==> config.mk <==
export PLATFORM = sky130hd
export DESIGN_NAME = escape_time_fractal_iterator
export DESIGN_NICKNAME = d
export VERILOG_FILES = /design/src/design/fti_pkg.sv /design/src/design/fti_csr.sv /design/src/design/fti_mul.sv /design/src/design/fti_seq.sv /design/src/design/escape_time_fractal_iterator.sv
export VERILOG_INCLUDE_DIRS = /design/src /design/src/design
export SDC_FILE = /design/constraint.sdc
export NUM_CORES = 2
export LEC_CHECK = 0
export BUFFER_PORTS_ARGS = -buffer_cell sky130_fd_sc_hd__buf_2
export CORE_MARGIN = 3
export CORE_UTILIZATION = 45
export CTS_BUF_LIST = sky130_fd_sc_hd__clkbuf_8
export DETAILED_ROUTE_END_ITERATION = 8
export GPL_ROUTABILITY_DRIVEN = 0
export PLACE_DENSITY = 0.71
export SYNTH_ARGS = -nofsm -noshare
export SYNTH_HDL_FRONTEND = slang
export SYNTH_SLANG_ARGS = --single-unit
==> constraint.sdc <==
create_clock -name clock -period 27.2 [get_ports clock]
set_input_delay 5.44 -clock clock [delete_from_list [all_inputs] [get_ports clock]]
set_output_delay 5.44 -clock clock [all_outputs]
set_load 0.05 [all_outputs]
==> src/design/assert_macros.svh <==
// Assertion macros used by the escape-time iterator sequencer.
`ifndef ASSERT_MACROS_SVH
`define ASSERT_MACROS_SVH

`ifndef SYNTHESIS

// Check a property on every clock edge outside reset.
`define FTI_ASSERT(label, clk, rst, prop, msg) \
   label: assert property (@(posedge clk) disable iff (rst) (prop)) else $error(msg);

// Check that a condition is followed in the next cycle by an expression.
`define FTI_ASSERT_NEXT(label, clk, rst, cond, expr, msg) \
   label: assert property (@(posedge clk) disable iff (rst) (cond) |=> (expr)) \
      else $error(msg);

`else

`define FTI_ASSERT(label, clk, rst, prop, msg)
`define FTI_ASSERT_NEXT(label, clk, rst, cond, expr, msg)

`endif

`endif

==> src/design/fti_pkg.sv <==
// Shared types, constants and saturation helper for the escape-time iterator.
package fti_pkg;

   // Screen and iteration bounds.
   localparam int WIDTH_DEFAULT      = 1024;
   localparam int HEIGHT_DEFAULT     = 1024;
   localparam int ITER_LIMIT_DEFAULT = 4096;

   // Field widths.
   localparam int COORD_W     = 10;
   localparam int COUNT_W     = 12;
   localparam int CSR_INDEX_W = 8;
   localparam int CSR_DATA_W  = 32;

   // Register indexes.
   localparam logic [CSR_INDEX_W-1:0] REG_MODE      = 8'd0;
   localparam logic [CSR_INDEX_W-1:0] REG_STEP_RE   = 8'd1;
   localparam logic [CSR_INDEX_W-1:0] REG_STEP_IM   = 8'd2;
   localparam logic [CSR_INDEX_W-1:0] REG_ORIGIN_RE = 8'd3;
   localparam logic [CSR_INDEX_W-1:0] REG_ORIGIN_IM = 8'd4;
   localparam logic [CSR_INDEX_W-1:0] REG_LIMIT     = 8'd5;
   localparam logic [CSR_INDEX_W-1:0] REG_MAX_ITER  = 8'd6;
   localparam logic [CSR_INDEX_W-1:0] REG_SHIFT     = 8'd7;

   // Register reset values.
   localparam logic        RST_MODE      = 1'b0;
   localparam logic [30:0] RST_STEP_RE   = 31'd1048576;
   localparam logic [30:0] RST_STEP_IM   = 31'd1048576;
   localparam logic [31:0] RST_ORIGIN_RE = 32'hE000_0000;
   localparam logic [31:0] RST_ORIGIN_IM = 32'hE000_0000;
   localparam logic [30:0] RST_LIMIT     = 31'd1073741824;
   localparam logic [11:0] RST_MAX_ITER  = 12'd50;
   localparam logic [31:0] RST_SHIFT     = 32'h0000_0000;

   // Julia constant parts in Q4.28: -0.7 and 0.27015.
   localparam logic signed [31:0] JULIA_RE_Q = -32'sd187904819;
   localparam logic signed [31:0] JULIA_IM_Q = 32'sd72517838;

   // Fractal modes.
   localparam logic MODE_MANDELBROT = 1'b0;
   localparam logic MODE_JULIA      = 1'b1;

   // Saturation bounds of the Q4.28 word.
   localparam logic signed [63:0] SAT_MAX = 64'sd2147483647;
   localparam logic signed [63:0] SAT_MIN = -64'sd2147483648;

   // Configuration as seen by the sequencer.
   typedef struct packed {
      logic               mode;
      logic [30:0]        step_re;
      logic [30:0]        step_im;
      logic signed [31:0] origin_re;
      logic signed [31:0] origin_im;
      logic [30:0]        escape_limit;
      logic [11:0]        max_iter;
      logic signed [31:0] julia_shift;
   } cfg_type;

   // Clamp a wide sum to the signed 32-bit range.
   function automatic logic signed [31:0] sat32(input logic signed [63:0] v);
      logic signed [31:0] r;
      if (v > SAT_MAX) begin
         r = 32'sh7FFF_FFFF;
      end else if (v < SAT_MIN) begin
         r = 32'sh8000_0000;
      end else begin
         r = v[31:0];
      end
      return r;
   endfunction

endpackage

==> src/design/fti_csr.sv <==
// Configuration register file of the escape-time iterator.
module fti_csr (
   input  logic                            clock,
   input  logic                            reset,
   input  logic                            csr_valid,
   output logic                            csr_ready,
   input  logic [fti_pkg::CSR_INDEX_W-1:0] csr_index,
   input  logic [fti_pkg::CSR_DATA_W-1:0]  csr_data,
   output fti_pkg::cfg_type                cfg
);
   import fti_pkg::*;

   cfg_type cfg_ff;
   cfg_type cfg_in;

   // Writes are always taken.
   assign csr_ready = 1'b1;
   assign cfg       = cfg_ff;

   // Decode the index and mask the data to the register width.
   always_comb begin
      cfg_in = cfg_ff;
      if (csr_valid) begin
         case (csr_index)
            REG_MODE:      cfg_in.mode         = csr_data[0];
            REG_STEP_RE:   cfg_in.step_re      = csr_data[30:0];
            REG_STEP_IM:   cfg_in.step_im      = csr_data[30:0];
            REG_ORIGIN_RE: cfg_in.origin_re    = csr_data;
            REG_ORIGIN_IM: cfg_in.origin_im    = csr_data;
            REG_LIMIT:     cfg_in.escape_limit = csr_data[30:0];
            REG_MAX_ITER:  cfg_in.max_iter     = csr_data[11:0];
            REG_SHIFT:     cfg_in.julia_shift  = csr_data;
            default:       cfg_in = cfg_ff;
         endcase
      end
   end

   // Hold the registers, load defaults on reset.
   always_ff @(posedge clock) begin
      if (reset) begin
         cfg_ff.mode         <= RST_MODE;
         cfg_ff.step_re      <= RST_STEP_RE;
         cfg_ff.step_im      <= RST_STEP_IM;
         cfg_ff.origin_re    <= RST_ORIGIN_RE;
         cfg_ff.origin_im    <= RST_ORIGIN_IM;
         cfg_ff.escape_limit <= RST_LIMIT;
         cfg_ff.max_iter     <= RST_MAX_ITER;
         cfg_ff.julia_shift  <= RST_SHIFT;
      end else begin
         cfg_ff <= cfg_in;
      end
   end

endmodule

==> src/design/fti_mul.sv <==
// Shared signed 32x32 multiplier with a registered product.
module fti_mul (
   input  logic               clock,
   input  logic signed [31:0] mul_a,
   input  logic signed [31:0] mul_b,
   output logic signed [63:0] mul_prod
);

   logic signed [63:0] prod_ff;
   logic signed [63:0] prod_in;

   // Form the full product.
   assign prod_in  = mul_a * mul_b;
   assign mul_prod = prod_ff;

   // Register the product every cycle.
   always_ff @(posedge clock) begin
      prod_ff <= prod_in;
   end

endmodule

==> src/design/fti_seq.sv <==
// Sequencer and datapath: pixel mapping, z = z^2 + c iteration, result register.
module fti_seq #(
   parameter int WIDTH      = fti_pkg::WIDTH_DEFAULT,
   parameter int HEIGHT     = fti_pkg::HEIGHT_DEFAULT,
   parameter int ITER_LIMIT = fti_pkg::ITER_LIMIT_DEFAULT
) (
   input  logic                        clock,
   input  logic                        reset,
   input  fti_pkg::cfg_type            cfg,
   input  logic                        req_tvalid,
   output logic                        req_tready,
   input  logic [fti_pkg::COORD_W-1:0] px,
   input  logic [fti_pkg::COORD_W-1:0] py,
   output logic                        rsp_tvalid,
   input  logic                        rsp_tready,
   output logic [fti_pkg::COUNT_W-1:0] iter_count,
   output logic                        escaped,
   output logic signed [31:0]          mul_a,
   output logic signed [31:0]          mul_b,
   input  logic signed [63:0]          mul_prod
);
   import fti_pkg::*;

   `include "assert_macros.svh"

   typedef enum logic [3:0] {
      ST_IDLE,
      ST_MAP_RE,
      ST_MAP_IM,
      ST_MAP_END,
      ST_ITER_RR,
      ST_ITER_II,
      ST_ITER_RI,
      ST_ITER_UPD,
      ST_FINISH
   } state_type;

   state_type            state_ff,  state_in;
   logic [COORD_W-1:0]   x_ff,      x_in;
   logic [COORD_W-1:0]   y_ff,      y_in;
   logic [COUNT_W-1:0]   cap_ff,    cap_in;
   logic [COUNT_W-1:0]   n_ff,      n_in;
   logic signed [31:0]   pre_ff,    pre_in;
   logic signed [31:0]   zr_ff,     zr_in;
   logic signed [31:0]   zi_ff,     zi_in;
   logic signed [31:0]   cr_ff,     cr_in;
   logic signed [31:0]   ci_ff,     ci_in;
   logic signed [35:0]   rr_ff,     rr_in;
   logic signed [35:0]   ii_ff,     ii_in;
   logic                 rsp_valid_ff, rsp_valid_in;
   logic [COUNT_W-1:0]   rsp_count_ff, rsp_count_in;
   logic                 rsp_esc_ff,   rsp_esc_in;

   logic signed [31:0]   map_val;
   logic signed [36:0]   ri2;
   logic signed [37:0]   mag_sum;
   logic signed [37:0]   limit_ext;
   logic signed [63:0]   re_sum;
   logic signed [63:0]   im_sum;
   logic signed [31:0]   julia_re;
   logic signed [31:0]   julia_im;
   logic                 out_free;

   assign req_tready = (state_ff == ST_IDLE);
   assign rsp_tvalid = rsp_valid_ff;
   assign iter_count = rsp_count_ff;
   assign escaped    = rsp_esc_ff;
   assign out_free   = !rsp_valid_ff || rsp_tready;

   // Feed the shared multiplier according to the step.
   always_comb begin
      case (state_ff)
         ST_MAP_RE: begin
            mul_a = {22'd0, x_ff};
            mul_b = {1'b0, cfg.step_re};
         end
         ST_MAP_IM: begin
            mul_a = {22'd0, y_ff};
            mul_b = {1'b0, cfg.step_im};
         end
         ST_ITER_RR: begin
            mul_a = zr_ff;
            mul_b = zr_ff;
         end
         ST_ITER_II: begin
            mul_a = zi_ff;
            mul_b = zi_ff;
         end
         default: begin
            mul_a = zr_ff;
            mul_b = zi_ff;
         end
      endcase
   end

   // Pixel mapping: product plus the origin of the current axis.
   assign map_val = sat32(mul_prod + ((state_ff == ST_MAP_IM) ?
                                      64'(cfg.origin_re) : 64'(cfg.origin_im)));

   // Julia constant with shift.
   assign julia_re = sat32(64'(JULIA_RE_Q) + 64'(cfg.julia_shift));
   assign julia_im = sat32(64'(JULIA_IM_Q) + 64'(cfg.julia_shift));

   // Iteration terms; dropping low bits rounds toward minus infinity.
   assign ri2       = mul_prod[63:27];
   assign mag_sum   = {{2{rr_ff[35]}}, rr_ff} + {{2{ii_ff[35]}}, ii_ff};
   assign limit_ext = {7'd0, cfg.escape_limit};
   assign re_sum    = 64'(rr_ff) - 64'(ii_ff) + 64'(cr_ff);
   assign im_sum    = 64'(ri2) + 64'(ci_ff);

   // Step the sequencer.
   always_comb begin
      state_in     = state_ff;
      x_in         = x_ff;
      y_in         = y_ff;
      cap_in       = cap_ff;
      n_in         = n_ff;
      pre_in       = pre_ff;
      zr_in        = zr_ff;
      zi_in        = zi_ff;
      cr_in        = cr_ff;
      ci_in        = ci_ff;
      rr_in        = rr_ff;
      ii_in        = ii_ff;
      rsp_valid_in = rsp_valid_ff && !rsp_tready;
      rsp_count_in = rsp_count_ff;
      rsp_esc_in   = rsp_esc_ff;
      case (state_ff)
         ST_IDLE: begin
            if (req_tvalid) begin
               x_in   = (32'(px) >= 32'(WIDTH))  ? COORD_W'(WIDTH - 1)  : px;
               y_in   = (32'(py) >= 32'(HEIGHT)) ? COORD_W'(HEIGHT - 1) : py;
               cap_in = (32'(cfg.max_iter) > 32'(ITER_LIMIT)) ?
                        COUNT_W'(ITER_LIMIT) : cfg.max_iter;
               n_in     = '0;
               state_in = ST_MAP_RE;
            end
         end
         ST_MAP_RE: begin
            state_in = ST_MAP_IM;
         end
         ST_MAP_IM: begin
            pre_in   = map_val;
            state_in = ST_MAP_END;
         end
         ST_MAP_END: begin
            if (cfg.mode == MODE_JULIA) begin
               zr_in = pre_ff;
               zi_in = map_val;
               cr_in = julia_re;
               ci_in = julia_im;
            end else begin
               zr_in = '0;
               zi_in = '0;
               cr_in = pre_ff;
               ci_in = map_val;
            end
            state_in = ST_ITER_RR;
         end
         ST_ITER_RR: begin
            state_in = (n_ff >= cap_ff) ? ST_FINISH : ST_ITER_II;
         end
         ST_ITER_II: begin
            rr_in    = mul_prod[63:28];
            state_in = ST_ITER_RI;
         end
         ST_ITER_RI: begin
            ii_in    = mul_prod[63:28];
            state_in = ST_ITER_UPD;
         end
         ST_ITER_UPD: begin
            if (mag_sum >= limit_ext) begin
               state_in = ST_FINISH;
            end else begin
               zr_in    = sat32(re_sum);
               zi_in    = sat32(im_sum);
               n_in     = n_ff + 1'b1;
               state_in = ST_ITER_RR;
            end
         end
         ST_FINISH: begin
            if (out_free) begin
               rsp_valid_in = 1'b1;
               rsp_count_in = n_ff;
               rsp_esc_in   = (n_ff < cfg.max_iter);
               state_in     = ST_IDLE;
            end
         end
         default: begin
            state_in = ST_IDLE;
         end
      endcase
   end

   // Hold state, working registers and the result register.
   always_ff @(posedge clock) begin
      if (reset) begin
         state_ff     <= ST_IDLE;
         rsp_valid_ff <= 1'b0;
         n_ff         <= '0;
         cap_ff       <= '0;
      end else begin
         state_ff     <= state_in;
         rsp_valid_ff <= rsp_valid_in;
         n_ff         <= n_in;
         cap_ff       <= cap_in;
      end
      x_ff         <= x_in;
      y_ff         <= y_in;
      pre_ff       <= pre_in;
      zr_ff        <= zr_in;
      zi_ff        <= zi_in;
      cr_ff        <= cr_in;
      ci_ff        <= ci_in;
      rr_ff        <= rr_in;
      ii_ff        <= ii_in;
      rsp_count_ff <= rsp_count_in;
      rsp_esc_ff   <= rsp_esc_in;
   end

   // The count stays within the cap while a pixel is in flight.
   `FTI_ASSERT(a_count_capped, clock, reset, (state_ff == ST_IDLE) || (n_ff <= cap_ff), "iteration count above cap")
   // An update step advances the count by at most one.
   `FTI_ASSERT_NEXT(a_count_step, clock, reset, state_ff == ST_ITER_UPD, (n_ff == $past(n_ff)) || (n_ff == $past(n_ff) + 1'b1), "count jumped")
   // A new result only comes from the finish step.
   `FTI_ASSERT(a_rsp_source, clock, reset, $rose(rsp_valid_ff) |-> ($past(state_ff) == ST_FINISH), "result loaded outside finish")

endmodule

==> src/design/escape_time_fractal_iterator.sv <==
// Top level of the escape-time fractal iterator (Mandelbrot / Julia).
//
//   channel | direction | handshake              | payload
//   --------+-----------+------------------------+-------------------------------
//   req     | in        | req_tvalid/req_tready  | tdata: px, py
//   rsp     | out       | rsp_tvalid/rsp_tready  | tdata: iter_count; tuser: escaped
//   csr     | in        | csr_valid/csr_ready    | csr_index, csr_data
//
// One pixel runs through the mapping steps MAP_RE, MAP_IM and MAP_END, then the
// iterations and a finish step; each iteration issues three products through the
// single shared 32x32 multiplier plus one update step.
// The request side is ready only while no pixel is in flight; a finished result
// waits in the output register, so the next request is taken while it stalls.
// Reset is synchronous and restores the register defaults; csr writes are
// always taken.
module escape_time_fractal_iterator #(
   parameter int WIDTH      = fti_pkg::WIDTH_DEFAULT,
   parameter int HEIGHT     = fti_pkg::HEIGHT_DEFAULT,
   parameter int ITER_LIMIT = fti_pkg::ITER_LIMIT_DEFAULT
) (
   input  logic                            clock,
   input  logic                            reset,
   input  logic                            req_tvalid,
   output logic                            req_tready,
   input  logic [23:0]                     req_tdata,   // [9:0] px, [19:10] py
   output logic                            rsp_tvalid,
   input  logic                            rsp_tready,
   output logic [15:0]                     rsp_tdata,   // [11:0] iter_count
   output logic                            rsp_tuser,   // [0] escaped
   input  logic                            csr_valid,
   output logic                            csr_ready,
   input  logic [fti_pkg::CSR_INDEX_W-1:0] csr_index,
   input  logic [fti_pkg::CSR_DATA_W-1:0]  csr_data
);
   import fti_pkg::*;

   cfg_type            cfg;
   logic signed [31:0] mul_a;
   logic signed [31:0] mul_b;
   logic signed [63:0] mul_prod;
   logic [COUNT_W-1:0] iter_count;

   fti_csr u_csr (
      .clock     (clock),
      .reset     (reset),
      .csr_valid (csr_valid),
      .csr_ready (csr_ready),
      .csr_index (csr_index),
      .csr_data  (csr_data),
      .cfg       (cfg)
   );

   fti_mul u_mul (
      .clock    (clock),
      .mul_a    (mul_a),
      .mul_b    (mul_b),
      .mul_prod (mul_prod)
   );

   fti_seq #(
      .WIDTH      (WIDTH),
      .HEIGHT     (HEIGHT),
      .ITER_LIMIT (ITER_LIMIT)
   ) u_seq (
      .clock      (clock),
      .reset      (reset),
      .cfg        (cfg),
      .req_tvalid (req_tvalid),
      .req_tready (req_tready),
      .px         (req_tdata[9:0]),
      .py         (req_tdata[19:10]),
      .rsp_tvalid (rsp_tvalid),
      .rsp_tready (rsp_tready),
      .iter_count (iter_count),
      .escaped    (rsp_tuser),
      .mul_a      (mul_a),
      .mul_b      (mul_b),
      .mul_prod   (mul_prod)
   );

   // Pack the count, pad to whole bytes.
   assign rsp_tdata = {4'd0, iter_count};

endmodule
After elaboration in Yosys (flattened, before gate mapping)
Cells that the tools add are included.
Widths: inputs -> output; s select.
{"block": "classes", "reduce_logical": 21, "n_addsub": 8, "mux": 31, "eq_ne": 18, "n_lt_le_gt_ge": 13, "multipliers": 1}
{"operator": "$mux 32", "n": 16}
{"operator": "$gt 64x32->1 const B", "n": 5}
{"operator": "$lt 64x32->1 const B", "n": 5}
{"operator": "$pmux 32 s3", "n": 2}
{"operator": "$pmux 32 s2", "n": 2}
{"operator": "$add 37x32->38", "n": 2}
{"operator": "$add 64x64->64", "n": 1}
{"operator": "$mul 32x32->64", "n": 1}
{"operator": "$mux 64", "n": 1}
{"operator": "$ge 38x32->1", "n": 1}
{"operator": "$add 36x36->37", "n": 1}
{"operator": "$sub 36x36->37", "n": 1}
{"operator": "$pmux 4 s9", "n": 1}
{"operator": "$add 28x32->33 const A", "n": 1}
{"operator": "$add 29x32->33 const A", "n": 1}
{"operator": "$eq 8x3->1 const B", "n": 4}
{"operator": "$mux 12", "n": 2}
{"operator": "$pmux 12 s2", "n": 1}
{"operator": "$reduce_and 2->1", "n": 12}
{"operator": "$eq 4x3->1 const B", "n": 4}
{"operator": "$eq 8x2->1 const B", "n": 2}
{"operator": "$mux 4", "n": 4}
{"operator": "$add 12x1->12 const B", "n": 1}
{"operator": "$ge 12x12->1", "n": 1}
{"operator": "15 further kinds", "n": 20}
{"block": "word_totals", "output_inout_bits": 20, "word_cells": 116, "ff_bits": 560}

Depth between registers and ports, before layout
{"block": "logic_depth", "ltp_word": 8, "depth_mapped": 39, "ltp_nobuf": 35}

Modules after synthesis
A second synthesis with hierarchy kept.
{"block": "hier_totals", "hier_cells": 8246, "hier_area_um2": 74909.3}
{"mod": "fti_mul", "area_each_um2": 38111.6, "instances": 1, "seq_area_each_um2": 1281.2, "cells_each": 4105}
{"mod": "fti_seq", "area_each_um2": 28692.5, "instances": 1, "seq_area_each_um2": 8538.2, "cells_each": 3419}
{"mod": "fti_csr", "area_each_um2": 8071.5, "instances": 1, "seq_area_each_um2": 4043.9, "cells_each": 717}
{"mod": "escape_time_fractal_iterator", "area_each_um2": 33.8, "instances": 1, "seq_area_each_um2": 0.0, "cells_each": 5}

Least setup slack after synthesis
Ideal clock, no wire load.
{"block": "synth_path", "path_kind": "flip-flop to flip-flop", "from": "register u_seq.state_ff[2]", "to": "register u_mul.prod_ff[62], in the netlist u_mul.mul_prod[62]", "setup_slack_ns": 17.194, "stages_incl_launch_ff": 33, "setup_time_ns": 0.072, "t_arrival_ns": 9.933, "t_required_ns": 27.128, "cell_sequence": "dfxtp_1 > clkbuf_1 > and3_1 > clkbuf_1 > buf_1 > a22oi_1 > clkbuf_1 > nor2_1 > fa_1 > fa_1 > fa_1 > inv_1 > fa_1 > inv_1 > fa_1 > fa_1 > fa_1 > inv_1 > fa_1 > inv_1 > ha_1 > or3_1 > o21ai_0 > a21oi_1 > nor4bb_1 > o21a_1 > o31ai_1 > a41o_1 > a211o_1 > a211o_1 > a21o_1 > a21oi_1 > xnor2_1"}
{"block": "synth_via", "elab_chain_len": 3, "elab_cells_between_ends": 7, "classes_between": "1 x mul; 4 x eq/ne; 2 x mux"}
{"item": "from (decl)", "line": "fti_seq.sv:38", "rtl": "state_type state_ff, state_in;"}
{"item": "from (signal assigned)", "line": "fti_seq.sv:203", "rtl": "state_ff <= state_in;"}
{"item": "$eq 4x3->1, or another cell as far along", "line": "fti_seq.sv:72", "rtl": "case (state_ff)"}
{"item": "$pmux 32 s3", "line": "fti_seq.sv:72"}
{"item": "$mul 32x32->64 (*)", "line": "fti_mul.sv:13", "rtl": "assign prod_in = mul_a * mul_b;"}
{"item": "named net u_mul.prod_in[62]", "line": "fti_mul.sv:10", "rtl": "logic signed [63:0] prod_in;"}
{"item": "to (signal assigned)", "line": "fti_mul.sv:18", "rtl": "prod_ff <= prod_in;"}
{"item": "to (decl)", "line": "fti_mul.sv:9", "rtl": "logic signed [63:0] prod_ff;"}
Mark *: on every way through the listed nets, which the timed path passes. The rest lies on a longest branch.
A chain may end at the register's enable or synchronous reset.

Worst setup path after layout
{"block": "layout_path", "from": "register u_seq.state_ff[3]", "to": "register u_mul.prod_ff[62], in the netlist u_mul.mul_prod[62]"}
The elaborated chain is that of the path after synthesis.

==> summary.md <==
| Metric | Value |
|---|---|
| Clock sink count | `560` |
| Slew @ Worst Pin | `about 1400 ps` |
| Clk slew on worst S/H paths | `roughly 70 ps` |
| Die Span Y | `around 400 um` |
| Vias in the first global route | `roughly 60000` |
| Area grow syn2layout | `6.39%` |
| Worst-path fanout max | `67` |
| Slowest-stage cell, CP | `o21a_1` |
| Antenna violations before repair | `16` |
| Setup bufs post-CTS | `0` |
| Clock skew | `between 80 and 90 ps` |
| Core ar. | `157000 um2` |
| Iter 0 DRT Violations | `6763` |
| Cells after synthesis | `between 8000 and 9000` |
| Resize count post-CTS | `0` |
| Residual DRC count | `0` |
| Post-route ant nets | `0` |
| Row count | `about 150` |
| Netlist cell types | `a little under 100` |
| Wire length per cell | `approximately 22 um` |
| Hold Path End | `u_csr.cfg[76]` |
| Root Buffer | `clkbuf_8` |
| Die area | `163000 um2` |
| Hold Path Cell Cnt | `2` |
| Io pins | `89` |
| Min Tclk post-route | `between 10000 and 15000 ps` |
| Post-synth EDFFs | `approximately 270` |
| Register area share after synthesis | `approximately a fifth` |
| Setup_tns | `0 ps` |
| Critical path arrival | `12720 ps` |
| Yosys reg bits | `560` |
| Slew Viols, Final | `0` |
| Total CTS buffers | `93` |
| Die width | `roughly 400 um` |
| Main synth FF type | `dfxtp_1` |
| Fin. Hold Viols | `0` |
| Reg2reg setup slack | `around 15000 ps` |
| Beginning of the worst hold path | `u_csr.cfg[76]` |
| Critical setup path kind | `reg -> reg` |
| Drt pass-1 iters | `7` |
| Syn Area/Cell | `between 8 and 9 um2` |
| HP Class | `reg -> reg` |
| NumNets Final | `about 9600` |
| Synthesized area | `a little over 70000 um2` |
| Yosys top cell area share | `31.5%` |
| Crit path launch type | `flip-flop` |
| Ys Warns | `0` |
| Reg2reg end | `u_mul.mul_prod[62]` |
| Maxcap violations | `0` |
| Worst r2r src | `u_seq.state_ff[3]` |
| Post-DP HPWL | `around 180000 um` |
| Share of layout cells above drive strength 1 | `about 5.7%` |
| Most used cell, CP | `fa_1` |
| Clock tree buffer depth | `3` |
| Top cells by area, synth | `fa_1 31%, edfxtp_1 11%, dfxtp_1 8.3%` |
| Worst skew pair latency | `approximately 800 ps` |
| RSZ-0062 raised after global routing | `no` |
| GRT Util Overall | `28.1%` |
| DR vias | `about 59000` |
| # hold bufs at CTS | `0` |
| Run status | `finished, final reports clean` |
| Largest net degree at the start of global routing | `100` |
| Slew HR | `approximately 7.9%` |
| First-pass GRT wire length | `around 350000 um` |
| Commonest non-fill, non-tap cells in the layout | `1449 x inv_1, 1156 x nand2_1, 1121 x fa_1` |
| CP Capture Type | `flip-flop` |
| Crit path required time | `27910 ps` |
| Period utilization | `about 44%` |
| Worst reg2reg path depth | `35` |
| Commonest non-fill, non-tap cell in the layout | `inv_1` |
| Total Wirelength | `between 200000 and 250000 um` |
| Starting Density | `45.4%` |
| CTS tree | `yes` |
| Number of H-tree levels | `3` |
| Largest incremental delay on the critical path | `990 ps` |
| Ys async rst share | `0%` |
| Fmax | `0.0832 GHz` |
| Vias per cell | `5.79` |
| Total grt overflow | `0` |
| Final setup viols | `0` |
| PortBufs | `79` |
| Synth area leader | `fa_1` |
-- synth_stat cells, types with 55 or more instances --
master / instances
fa_1: 1121
ha_1: 452
nor2_1: 756
edfxtp_1: 265
nor3_1: 62
nand2_1: 1157
clkbuf_1: 351
xor2_1: 102
nand4_1: 63
xnor2_1: 158
nand2b_1: 67
nand3_1: 90
a21oi_1: 498
dfxtp_1: 295
inv_1: 1420
a21o_1: 138
o21ai_0: 146
o211ai_1: 55
o21a_1: 67
-- flip-flops by register name (all words and copies together) (netlist names) --
signal            cells
u_csr.cfg           202
u_mul.mul_prod       64
u_seq.ii_ff          36
u_seq.rr_ff          36
u_seq.ci_ff          32
u_seq.cr_ff          32
u_seq.pre_ff         32
u_seq.zi_ff          32
u_seq.zr_ff          32
u_seq.cap_ff         12
u_seq.iter_count     12
u_seq.n_ff           12
u_seq.x_ff           10
u_seq.y_ff           10
u_seq.state_ff        4
u_seq.escaped         1
u_seq.rsp_tvalid      1
-- worst max path at each step --
stage,from,to,slack [ps]
2_1_floorplan,u_seq.state_ff[2],u_mul.mul_prod[62],17190
3_3_place_gp,u_seq.state_ff[3],u_mul.mul_prod[62],15300
3_5_place_dp,u_seq.state_ff[3],u_mul.mul_prod[62],15330
4_1_cts,u_seq.state_ff[3],u_mul.mul_prod[62],15240
5_1_grt,u_seq.state_ff[3],u_mul.mul_prod[62],14660
6_report,u_seq.state_ff[3],u_mul.mul_prod[62],15190
-- per-layer routing --
layer	GRT usage (%)	vias to the layer above	wire [um]
li1	-	25700	-
met1	37.8	29000	87600
met2	41.6	3391	96600
met3	7.93	677	29400
met4	13.6	4	13400
met5	0	-	29
-- worst max-delay path, delay by kind of cell, from the launching register on --
kind	cells	cell delay, ps
AO/OA/AOI/OAI	10	3360
XOR/XNOR	1	150
adder cells (fa/ha/maj)	9	4530
buffers and inverters	9	1660
flip-flops	1	360
AND/OR/NAND/NOR	6	1850
-- per-stage QoR --
stage / cell area (um2) / hold WS (ps) / util, % / setup slack [ps] / std cells
6_report: 75900 / 453 / 48.4 / 15190 / 10100
5_1_grt: 75900 / 473 / 48.4 / 14660 / 10100
4_1_cts: 75900 / 454 / 48.3 / 15240 / 10100
3_5_place_dp: 73900 / 446 / 47.1 / 15330 / 9967
3_3_place_gp: 73900 / 438 / 47.1 / 15300 / 9967
2_1_floorplan: 71300 / 433 / - / 17190 / 8098
-- kinds of logic after synthesis --
family / Yosys count / synth area share [%]
buffers and inverters: 1822 / 9.69
and+or+nand+nor: 2440 / 14.6
adders and majority gates: 1573 / 39.4
xor gates and xnor gates: 260 / 3.19
DFF: 560 / 19.4
other: 2 / 0.0105
AOI/OAI and AO/OA: 1384 / 12.9
muxes: 54 / 0.816
-- cell type report --
cell class	count	area, um2
clock inverters	68	527
multi-input cells	5716	50700
inverters	1420	5330
well taps	2058	2570
flip-flops and latches	560	13900
repair buffers	213	1410
diodes	6	15.0
fillers	14400	81000
clock buffers	106	1460
Power is not shown: default switching activity piles up to over one toggle a cycle in this logic, so the estimate is an artifact.
